[src/rtl/wvhg_pkg.sv]
`timescale 1ns / 1ps
// ----------------------------------------------------------------------------
// wvhg_pkg
// Shared widths, register indexes, reset values and stage types for the
// windowed variance height gate.
// ----------------------------------------------------------------------------
package wvhg_pkg;

    localparam int SAMPLE_W   = 16;
    localparam int THRESH_W   = 24;
    localparam int MARGIN_W   = 16;
    localparam int CFG_IDX_W  = 8;
    localparam int CFG_DATA_W = 24;

    localparam logic [CFG_IDX_W-1:0] CFG_VAR_THRESHOLD = 8'd0;
    localparam logic [CFG_IDX_W-1:0] CFG_JUMP_MARGIN   = 8'd1;

    localparam logic [THRESH_W-1:0] THRESH_RESET = 24'd10000;
    localparam logic [MARGIN_W-1:0] MARGIN_RESET = 16'd100;

    // word handed from the window/sums pipe to the gate stage
    typedef struct packed {
        logic                valid;   // a word is present
        logic                res;     // window full: this word gives a result
        logic [SAMPLE_W-1:0] z;       // newest sample
    } t_gate_in;

endpackage

[src/rtl/wvhg_window.sv]
`timescale 1ns / 1ps
// ----------------------------------------------------------------------------
// wvhg_window
// Sample window with running sum and running sum of squares. Two stages:
// squares and sum at accept, then sum of squares and the two wide products.
// ----------------------------------------------------------------------------
module wvhg_window
    import wvhg_pkg::*;
#(
    parameter int WINDOW_LEN = 5,
    localparam int SUM_W   = SAMPLE_W + $clog2(WINDOW_LEN),
    localparam int SQ_W    = 2 * SAMPLE_W,
    localparam int SUMSQ_W = SQ_W + $clog2(WINDOW_LEN),
    localparam int PROD_W  = 2 * SUM_W
) (
    input  logic                i_clk,
    input  logic                i_rst_n,
    input  logic                i_valid,
    input  logic [SAMPLE_W-1:0] i_sample,
    output logic                o_ready,
    input  logic                i_advance,
    output t_gate_in            o_stage,
    output logic [PROD_W-1:0]   o_lhs_a,
    output logic [PROD_W-1:0]   o_lhs_b
);

    localparam int CNT_W = $clog2(WINDOW_LEN + 1);
    localparam logic [CNT_W-1:0] FULL = CNT_W'(WINDOW_LEN);

    logic [SAMPLE_W-1:0] r_win [WINDOW_LEN];
    logic [CNT_W-1:0]    r_fill;
    logic [CNT_W-1:0]    n_fill;
    logic [SUM_W-1:0]    r_sum;
    logic [SUM_W-1:0]    n_sum;
    logic [SUMSQ_W-1:0]  r_sumsq;
    logic [SUMSQ_W-1:0]  n_sumsq;

    logic                r1_valid;
    logic                r1_res;
    logic [SAMPLE_W-1:0] r1_z;
    logic [SQ_W-1:0]     r1_sq_new;
    logic [SQ_W-1:0]     r1_sq_old;
    logic [SUM_W-1:0]    r1_sum;

    logic                r2_valid;
    logic                r2_res;
    logic [SAMPLE_W-1:0] r2_z;
    logic [PROD_W-1:0]   r2_lhs_a;
    logic [PROD_W-1:0]   r2_lhs_b;

    logic en1;
    logic en2;
    logic accept;

    assign en2    = !r2_valid || i_advance;
    assign en1    = !r1_valid || en2;
    assign accept = i_valid && en1;
    assign o_ready = en1;

    assign n_fill  = (r_fill < FULL) ? r_fill + CNT_W'(1) : r_fill;
    // oldest sample leaves, newest enters; zeros while filling
    assign n_sum   = r_sum + SUM_W'(i_sample) - SUM_W'(r_win[0]);
    assign n_sumsq = r_sumsq + SUMSQ_W'(r1_sq_new) - SUMSQ_W'(r1_sq_old);

    always_ff @(posedge i_clk) begin
        if (!i_rst_n) begin
            for (int i = 0; i < WINDOW_LEN; i++) begin
                r_win[i] <= '0;
            end
            r_fill   <= '0;
            r_sum    <= '0;
            r1_valid <= 1'b0;
            r1_res   <= 1'b0;
        end else begin
            if (en1) begin
                r1_valid <= accept;
            end
            if (accept) begin
                for (int i = 0; i < WINDOW_LEN - 1; i++) begin
                    r_win[i] <= r_win[i+1];
                end
                r_win[WINDOW_LEN-1] <= i_sample;
                r_fill <= n_fill;
                r_sum  <= n_sum;
                r1_res <= (n_fill == FULL);
            end
        end
    end

    always_ff @(posedge i_clk) begin
        if (accept) begin
            r1_z      <= i_sample;
            r1_sq_new <= SQ_W'(i_sample) * SQ_W'(i_sample);
            r1_sq_old <= SQ_W'(r_win[0]) * SQ_W'(r_win[0]);
            r1_sum    <= n_sum;
        end
    end

    always_ff @(posedge i_clk) begin
        if (!i_rst_n) begin
            r_sumsq  <= '0;
            r2_valid <= 1'b0;
            r2_res   <= 1'b0;
        end else if (en2) begin
            r2_valid <= r1_valid;
            r2_res   <= r1_res;
            if (r1_valid) begin
                r_sumsq <= n_sumsq;
            end
        end
    end

    always_ff @(posedge i_clk) begin
        if (en2 && r1_valid) begin
            r2_z     <= r1_z;
            r2_lhs_a <= PROD_W'(n_sumsq) * PROD_W'(WINDOW_LEN);
            r2_lhs_b <= PROD_W'(r1_sum) * PROD_W'(r1_sum);
        end
    end

    assign o_stage.valid = r2_valid;
    assign o_stage.res   = r2_res;
    assign o_stage.z     = r2_z;
    assign o_lhs_a       = r2_lhs_a;
    assign o_lhs_b       = r2_lhs_b;

endmodule

[src/rtl/wvhg_gate.sv]
`timescale 1ns / 1ps
// ----------------------------------------------------------------------------
// wvhg_gate
// Variance compare, jump test against the last stable height, held output.
// Holds the result register towards the output channel.
// ----------------------------------------------------------------------------
module wvhg_gate
    import wvhg_pkg::*;
#(
    parameter int WINDOW_LEN = 5,
    localparam int SUM_W  = SAMPLE_W + $clog2(WINDOW_LEN),
    localparam int PROD_W = 2 * SUM_W
) (
    input  logic                i_clk,
    input  logic                i_rst_n,
    input  t_gate_in            i_stage,
    input  logic [PROD_W-1:0]   i_lhs_a,
    input  logic [PROD_W-1:0]   i_lhs_b,
    input  logic [PROD_W-1:0]   i_rhs,
    input  logic [MARGIN_W-1:0] i_margin,
    output logic                o_advance,
    output logic                o_valid,
    input  logic                i_stall,
    output logic [SAMPLE_W-1:0] o_height,
    output logic                o_stable,
    output logic                o_accepted
);

    logic                r_valid;
    logic [SAMPLE_W-1:0] r_held;
    logic [SAMPLE_W-1:0] r_last_stable;
    logic                r_stable;
    logic                r_accepted;

    logic                en3;
    logic                take;
    logic [PROD_W-1:0]   lhs;
    logic                stable;
    logic [SAMPLE_W-1:0] gap;
    logic                accepted;

    assign en3  = !r_valid || !i_stall;
    assign take = en3 && i_stage.valid && i_stage.res;

    // N*sum(x^2) >= (sum x)^2, no wrap
    assign lhs    = i_lhs_a - i_lhs_b;
    assign stable = lhs < i_rhs;
    assign gap    = (i_stage.z >= r_last_stable) ? i_stage.z - r_last_stable
                                                 : r_last_stable - i_stage.z;
    assign accepted = stable || (MARGIN_W'(gap) < i_margin);

    always_ff @(posedge i_clk) begin
        if (!i_rst_n) begin
            r_valid       <= 1'b0;
            r_held        <= '0;
            r_last_stable <= '0;
        end else begin
            if (en3) begin
                r_valid <= i_stage.valid && i_stage.res;
            end
            if (take) begin
                if (stable) begin
                    r_last_stable <= i_stage.z;
                end
                if (accepted) begin
                    r_held <= i_stage.z;
                end
            end
        end
    end

    always_ff @(posedge i_clk) begin
        if (take) begin
            r_stable   <= stable;
            r_accepted <= accepted;
        end
    end

    assign o_advance  = en3;
    assign o_valid    = r_valid;
    assign o_height   = r_held;
    assign o_stable   = r_stable;
    assign o_accepted = r_accepted;

endmodule

[src/rtl/windowed_variance_height_gate_top.sv]
`timescale 1ns / 1ps
// ----------------------------------------------------------------------------
// windowed_variance_height_gate_top
// Sliding-window variance gate for height samples.
//
//   channel  direction  handshake                     payload
//   in       in         i_in_valid / o_in_stall       i_sample_mm
//   out      out        o_out_valid / i_out_stall     o_height_mm, o_window_stable,
//                                                     o_sample_accepted
//   cfg      in         i_cfg_valid / o_cfg_ready     i_cfg_index, i_cfg_data
//
// One word accepted per cycle while o_in_stall is low; a result word passes the
// square stage, the product stage and the gate register before it is presented.
// The first WINDOW_LEN-1 samples after reset only fill the window, no result.
// Latency is set by the square stage, the product stage and the gate register.
// Reset is synchronous, active low; margin applies in the cycle after its write,
// threshold passes r_thresh and then the registered product r_rhs.
// A stalled output freezes the gate register; earlier stages keep filling bubbles.
// ----------------------------------------------------------------------------
module windowed_variance_height_gate_top
    import wvhg_pkg::*;
#(
    parameter int WINDOW_LEN = 5
) (
    input  logic                  i_clk,
    input  logic                  i_rst_n,
    input  logic                  i_in_valid,
    output logic                  o_in_stall,
    input  logic [SAMPLE_W-1:0]   i_sample_mm,
    output logic                  o_out_valid,
    input  logic                  i_out_stall,
    output logic [SAMPLE_W-1:0]   o_height_mm,
    output logic                  o_window_stable,
    output logic                  o_sample_accepted,
    input  logic                  i_cfg_valid,
    output logic                  o_cfg_ready,
    input  logic [CFG_IDX_W-1:0]  i_cfg_index,
    input  logic [CFG_DATA_W-1:0] i_cfg_data
);

    localparam int SUM_W  = SAMPLE_W + $clog2(WINDOW_LEN);
    localparam int PROD_W = 2 * SUM_W;

    logic [THRESH_W-1:0] r_thresh;
    logic [MARGIN_W-1:0] r_margin;
    logic [PROD_W-1:0]   r_rhs;

    logic                ready;
    logic                advance;
    t_gate_in            stage;
    logic [PROD_W-1:0]   lhs_a;
    logic [PROD_W-1:0]   lhs_b;

    assign o_cfg_ready = 1'b1;

    always_ff @(posedge i_clk) begin
        if (!i_rst_n) begin
            r_thresh <= THRESH_RESET;
            r_margin <= MARGIN_RESET;
            r_rhs    <= '0;
        end else begin
            if (i_cfg_valid) begin
                case (i_cfg_index)
                    CFG_VAR_THRESHOLD: r_thresh <= i_cfg_data[THRESH_W-1:0];
                    CFG_JUMP_MARGIN:   r_margin <= i_cfg_data[MARGIN_W-1:0];
                    default: ;
                endcase
            end
            // N*(N-1)*threshold, refreshed every cycle
            r_rhs <= PROD_W'(r_thresh) * PROD_W'(WINDOW_LEN * (WINDOW_LEN - 1));
        end
    end

    wvhg_window #(
        .WINDOW_LEN (WINDOW_LEN)
    ) u_window (
        .i_clk     (i_clk),
        .i_rst_n   (i_rst_n),
        .i_valid   (i_in_valid),
        .i_sample  (i_sample_mm),
        .o_ready   (ready),
        .i_advance (advance),
        .o_stage   (stage),
        .o_lhs_a   (lhs_a),
        .o_lhs_b   (lhs_b)
    );

    wvhg_gate #(
        .WINDOW_LEN (WINDOW_LEN)
    ) u_gate (
        .i_clk      (i_clk),
        .i_rst_n    (i_rst_n),
        .i_stage    (stage),
        .i_lhs_a    (lhs_a),
        .i_lhs_b    (lhs_b),
        .i_rhs      (r_rhs),
        .i_margin   (r_margin),
        .o_advance  (advance),
        .o_valid    (o_out_valid),
        .i_stall    (i_out_stall),
        .o_height   (o_height_mm),
        .o_stable   (o_window_stable),
        .o_accepted (o_sample_accepted)
    );

    assign o_in_stall = !ready;

endmodule
[config.mk]
export PLATFORM = sky130hd
export DESIGN_NAME = windowed_variance_height_gate_top
export DESIGN_NICKNAME = d
export VERILOG_FILES = /design/src/rtl/wvhg_pkg.sv /design/src/rtl/wvhg_window.sv /design/src/rtl/wvhg_gate.sv /design/src/rtl/windowed_variance_height_gate_top.sv
export SDC_FILE = /design/constraint.sdc
export NUM_CORES = 2
export LEC_CHECK = 0
export CAP_MARGIN = 30
export CORE_MARGIN = 1
export CORE_UTILIZATION = 40
export DETAILED_ROUTE_END_ITERATION = 12
export DONT_BUFFER_PORTS = 1
export GPL_TIMING_DRIVEN = 1
export HOLD_SLACK_MARGIN = 0.08
export REMOVE_ABC_BUFFERS = 1
export SYNTH_ARGS = -nofsm -noshare
export SYNTH_HDL_FRONTEND = slang
export SYNTH_HIERARCHICAL = 1
export SYNTH_SLANG_ARGS = --single-unit
[constraint.sdc]
create_clock -name i_clk -period 6.9 [get_ports i_clk]
set_clock_uncertainty 0.2 [all_clocks]
set_input_delay 0.69 -clock i_clk [delete_from_list [all_inputs] [get_ports i_clk]]
set_output_delay 0.69 -clock i_clk [all_outputs]
set_load 0.02 [all_outputs]
Yosys cells after proc, flatten, opt, wreduce, memory -nomap -nowiden
Memory sizes are Yosys's and may differ from the RTL's.
Index checks and enable logic that the tools add are counted.
{"block": "word_totals", "ff_bits": 365, "mem_bits_rw": 80, "in_bits": 53, "out_inout_bits": 21, "wordCells": 79, "mem_count": 1}
{"memory": "u_window.r_win", "words": 5, "width": 16, "read_ports": 5, "rd_ports_with_merged_regs": 0, "write_ports": 5, "line_no": "wvhg_window.sv:30", "rtl": "logic [SAMPLE_W-1:0] r_win [WINDOW_LEN];"}
{"block": "op_classes", "n_addsub": 8, "multipliers": 5, "n_lt_le_gt_ge": 4, "n_eq_ne": 2, "n_mux": 11, "bitwise_logic": 5, "n_reduce_logical": 20}
{"operator": "2-to-1 mux 16 bit", "count": 6}
{"operator": "multiplier 16 x 16 -> 32 bit", "count": 2}
{"operator": "< comparator 38 bit", "count": 1}
{"operator": "multiplier 19 x 19 -> 38 bit", "count": 1}
{"operator": "multiplier 35 x 3 -> 38 bit (second input constant)", "count": 1}
{"operator": "subtractor 38 bit", "count": 1}
{"operator": "adder 35 x 32 -> 35 bit", "count": 1}
{"operator": "subtractor 35 x 32 -> 35 bit", "count": 1}
{"operator": "subtractor 16 bit", "count": 2}
{"operator": "multiplier 24 x 3 -> 27 bit (second input constant)", "count": 1}
{"operator": "adder 19 x 16 -> 19 bit", "count": 1}
{"operator": "subtractor 19 x 16 -> 19 bit", "count": 1}
{"operator": ">= comparator 16 bit", "count": 1}
{"operator": "< comparator 16 bit", "count": 1}
{"operator": "AND reduction 2 bit", "count": 5}
{"operator": "equality test 8 x 1 -> 1 bit (second input constant)", "count": 1}
{"operator": "zero test 8 bit", "count": 1}
{"operator": "logical AND 1 bit", "count": 5}
{"operator": "zero test 1 bit", "count": 5}
{"operator": "bitwise OR 1 bit", "count": 5}
{"operator": "logical OR 1 bit", "count": 4}
{"operator": "2-to-1 mux 1 bit", "count": 4}
{"operator": "adder 3 x 1 -> 3 bit (second input constant)", "count": 1}
{"operator": "equality test 3 bit (second input constant)", "count": 1}
{"operator": "other kinds (2)", "count": 2}

Longest topological paths before layout
{"block": "depth", "depth_word": 9, "ltp_mapped": 27, "ltp_nobuf": 27}

By module
Netlist, hierarchy kept.
{"module": "wvhg_window", "instances": 1, "cells_each": 4169, "area_per_inst_um2": 41079.4, "seq_area_each_um2": 9238.9}
{"module": "wvhg_gate", "instances": 1, "cells_each": 792, "area_per_inst_um2": 5994.5, "seq_area_each_um2": 720.7}
{"module": "windowed_variance_height_gate_top", "instances": 1, "cells_each": 409, "area_per_inst_um2": 3653.5, "seq_area_each_um2": 1341.3}

Worst setup path after synthesis
Ideal clock, no wire load.
{"block": "synth_timing", "kind": "input to register", "start": "input i_sample_mm[12]", "end": "register u_window.r1_sq_new[30], data pin", "setup_ns": 0.257, "t_arrival_ns": 6.583, "required_time_ns": 6.443, "path_slack_ns": -0.140, "stages": 24, "n_path_buf": 2, "cell_sequence": "clkbuf_1 -> inv_1 -> clkbuf_1 -> nor2_1 -> fa_1 -> inv_1 -> fa_1 -> inv_1 -> fa_1 -> fa_1 -> inv_1 -> fa_1 -> fa_1 -> inv_1 -> ha_1 -> a21o_1 -> a21o_1 -> a21oi_1 -> o32a_1 -> a21oi_1 -> or4_1 -> a31o_2 -> a21o_1 -> xor2_1"}
{"block": "synth_via", "elab_chain_cells": 1}
{"element": "from (decl)", "line_no": "windowed_variance_height_gate_top.sv:29", "rtl": "input logic [SAMPLE_W-1:0] i_sample_mm,"}
{"element": "multiplier 16 x 16 -> 32 bit", "line_no": "wvhg_window.sv:93", "rtl": "r1_sq_new <= SQ_W'(i_sample) * SQ_W'(i_sample);"}
{"element": "to (signal assigned)", "line_no": "wvhg_window.sv:93"}
{"element": "to (decl)", "line_no": "wvhg_window.sv:41", "rtl": "logic [SQ_W-1:0] r1_sq_new;"}
Every way passes these cells.
A chain may end at the register's enable or synchronous reset.

Worst setup path after layout
{"block": "layout_timing", "start": "register u_window.r1_sum[16]", "end": "register u_window.r2_lhs_b[37] (netlist: u_window/o_lhs_b[37]), data pin"}
{"block": "layout_via", "elab_chain_cells": 1}
{"element": "from (decl)", "line_no": "wvhg_window.sv:43", "rtl": "logic [SUM_W-1:0] r1_sum;"}
{"element": "from (signal assigned)", "line_no": "wvhg_window.sv:95", "rtl": "r1_sum <= n_sum;"}
{"element": "multiplier 19 x 19 -> 38 bit", "line_no": "wvhg_window.sv:117", "rtl": "r2_lhs_b <= PROD_W'(r1_sum) * PROD_W'(r1_sum);"}
{"element": "to (signal assigned)", "line_no": "wvhg_window.sv:117"}
{"element": "to (decl)", "line_no": "wvhg_window.sv:49", "rtl": "logic [PROD_W-1:0] r2_lhs_b;"}
Every way passes these cells.

==> impl_metrics.tcl <==
set metrics [dict create \
    rows 130 \
    die_area_um2 128000 \
    tritoncts "yes" \
    die_w_um 358 \
    drive_gt1_share_pct 6.48 \
    hold_path.class "input port to register" \
    synth_xor_area_share_pct 4.30 \
    yosys_warnings 6 \
    grt_max_degree 84 \
    timing.rr.start "u_window/r1_sum[16]" \
    synth-edff-count 269 \
    cts_sinks 430 \
    clk_latency_ns 0.63 \
    synth_flop_cell "edfxtp_1" \
    vias 35951 \
    start_kind "register" \
    synth_top_family_by_area "adder cells" \
    place.gp.congestion 0.907 \
    ios 74 \
    antenna_found_initial 2 \
    finalCritPeriodShare_pct 98.0 \
    dpl.cell_count 7053 \
    die_h_um 358 \
    grt_overflow 0 \
    syn_inst 5370 \
    cts_buffer_depth 3 \
    final-hold-violation-count 0 \
    firstDrtPassIters 5 \
    max_slew_margin_pct 30.1 \
    synth_area_um2 50700 \
    fmax_mhz 148 \
    dpl.hpwl_mm 98.7 \
    setup.worst_path.end_class "register" \
    timing.critical_path.from "u_window/r1_sum[16]" \
    cts_max_level 2 \
    grt_pass1_wl_mm 198 \
    finalSetupTns_ns 0 \
    critPathKind "register to register" \
    area_delta_synth_final_pct 11.1 \
    tightest_slew_ns 1.04 \
    vias_per_cell 4.96 \
    clockRootBuffer "clkbuf_16" \
    cp_max_fo 7 \
    cp.arrival_ns 6.91 \
    antenna_left 0 \
    grt_pass1_vias 36981 \
    ys_types 89 \
    slew_viol_final 0 \
    grt_use_total_pct 19.7 \
    synth-async-reset-ratio_pct 0 \
    synth_mux_area_share_pct 1.37 \
    clk_pin_slew_ns 0.06 \
    drc 0 \
    finalSetupViolations 0 \
    synth-simple-area-share_pct 11.7 \
    synth_seq_area_share_pct 22.3 \
    maxCapViolCount 0 \
    synth_compound_area_share_pct 10.6 \
    cts-buffers-inserted 49 \
    hold_start "i_sample_mm[12]" \
    synthAdderAreaFrac_pct 39.7 \
    synth_seq_cells 430 \
    drt_wl_total_mm 124 \
    stdcell_count 7250 \
    status "complete, no violations" \
    start_util_pct 40.3 \
    fin_crit_ns 6.76 \
    syn_avg_cell_area_um2 9.45 \
    nets 6845 \
    routedWlPerCell_um 17.2 \
    cp.required_ns 7.04 \
    initialDrtViolationCount 1956 \
    numPortBuffers 0 \
    core_area_um2 126000 \
]
cell usage in the layout (no fill, tap or decap), types with 15 or more instances in the layout:
| master | Yosys | routed |
|---|---|---|
| nand2_1 | 488 | 487 |
| and3_1 | 35 | 34 |
| buf_4 | 5 | 195 |
| a211oi_1 | 16 | 16 |
| a21boi_0 | 65 | 65 |
| mux2i_1 | 65 | 65 |
| nand2b_1 | 30 | 30 |
| and2_1 | 215 | 215 |
| o21ai_0 | 118 | 115 |
| o21a_1 | 27 | 27 |
| edfxtp_1 | 269 | 269 |
| o21bai_1 | 48 | 48 |
| nand4_1 | 40 | 40 |
| or3_1 | 15 | 15 |
| ha_1 | 606 | 605 |
| nand3_1 | 56 | 56 |
| fa_1 | 628 | 624 |
| a21oi_1 | 245 | 242 |
| nor2b_1 | 60 | 60 |
| dfxtp_1 | 161 | 161 |
| a31oi_1 | 25 | 24 |
| xor2_1 | 77 | 76 |
| nor3_1 | 39 | 39 |
| nor2_1 | 200 | 196 |
| inv_1 | 1197 | 1194 |
| dlygate4sd3_1 | 0 | 56 |
| xnor2_1 | 172 | 172 |
| clkbuf_16 | 0 | 51 |
| a21o_1 | 147 | 147 |
area by class of cell:
type / count / area, µm²
Inverter: 1207 / 4540
Clock inverter: 28 / 368
Clock buffer: 64 / 1350
Timing Repair Buffer: 262 / 2230
Antenna cell: 1 / 2.50
Sequential cell: 430 / 11300
Tap cell: 1650 / 2060
Multi-Input combinational cell: 3608 / 34500
Fill cell: 12103 / 69400
state kept, by name, indices dropped and copies added, names as in the netlist, 19 cells and up:
name,cells
u_window/o_lhs_a,38
r_thresh,24
u_window/r1_sq_old,31
u_window/r_sum,19
u_window/r1_sum,19
u_window/r_win,80
r_rhs,27
u_window/r_sumsq,35
u_window/o_lhs_b,37
u_window/r1_sq_new,30
timing repair:
action,4_1_cts,5_1_grt
endpoints found under the hold margin,123,0
buffers inserted,3,40
pin swaps,0,6
endpoints found under the setup margin,1,19
gates resized for setup,0,30
hold buffers,59,0
critical path, stage by stage, from the launching register on:
cell      delay (ns)
edfxtp_1        0.68
nand2_1         0.23
fa_1            0.56
inv_1           0.06
fa_1            0.55
fa_1            0.45
fa_1            0.50
fa_1            0.55
inv_1           0.05
fa_1            0.47
inv_1           0.04
ha_1            0.28
a21o_1          0.16
a21o_1          0.18
a21oi_2         0.15
nand4_1         0.15
a31oi_2         0.27
a311oi_2        0.14
o21a_1          0.21
o21a_1          0.19
o41ai_2         0.31
xnor2_1         0.12
path summary, 6_finish.rpt:
check / cells after the start / endpoint / slack (ns)
max reg2reg: 21 / u_window/o_lhs_b[37] / 0.14
max: 21 / u_window/o_lhs_b[37] / 0.14
min: 1 / u_window/r_win[0][76] / 0.12
min reg2reg: 0 / u_window/r2_z[6] / 0.23
metal layers:
layer / vias up / track usage, % / wire (µm)
li1: 17548 / - / -
met1: 17443 / 26.9 / 57300
met2: 782 / 31.4 / 55500
met3: 178 / 3.52 / 7490
met4: 0 / 6.42 / 4000
met5: - / 0 / 0
Yosys cell counts (65+ instances only):
library cell | instances | area (µm²)
a21boi_0 | 65 | 488
a21o_1 | 147 | 1100
a21oi_1 | 245 | 1230
and2_1 | 215 | 1350
clkbuf_1 | 117 | 439
dfxtp_1 | 161 | 3220
edfxtp_1 | 269 | 8080
fa_1 | 628 | 12600
ha_1 | 606 | 7580
inv_1 | 1197 | 4490
mux2i_1 | 65 | 651
nand2_1 | 488 | 1830
nor2_1 | 200 | 751
o21ai_0 | 118 | 591
xnor2_1 | 172 | 1510
xor2_1 | 77 | 674
metrics by stage:
step                util, %  cell area, µm²  setup WS [ns]  hold WS (ns)
finish                 44.8           56300          0.138         0.118
global route           44.8           56300        -0.0585        0.0883
CTS                    44.4           55900        0.00630        0.0846
detailed placement     42.6           53500        -0.0425         0.215
global placement       42.5           53500         0.0951         0.207
floorplan                 -           50200          0.133         0.200
cell families (layout without fill, tap and decap cells):
| family | after synthesis | count (layout) |
|---|---|---|
| buf+inv | 1342 | 1561 |
| fa+ha+maj | 1234 | 1234 |
| simple gates | 1228 | 1228 |
| compound gates | 815 | 815 |
| flops | 430 | 430 |
| xor+xnor | 249 | 249 |
| mux | 69 | 69 |
| other cells | 3 | 14 |
Power is not shown: default switching activity piles up to over one toggle a cycle in this logic, so the estimate is an artifact.
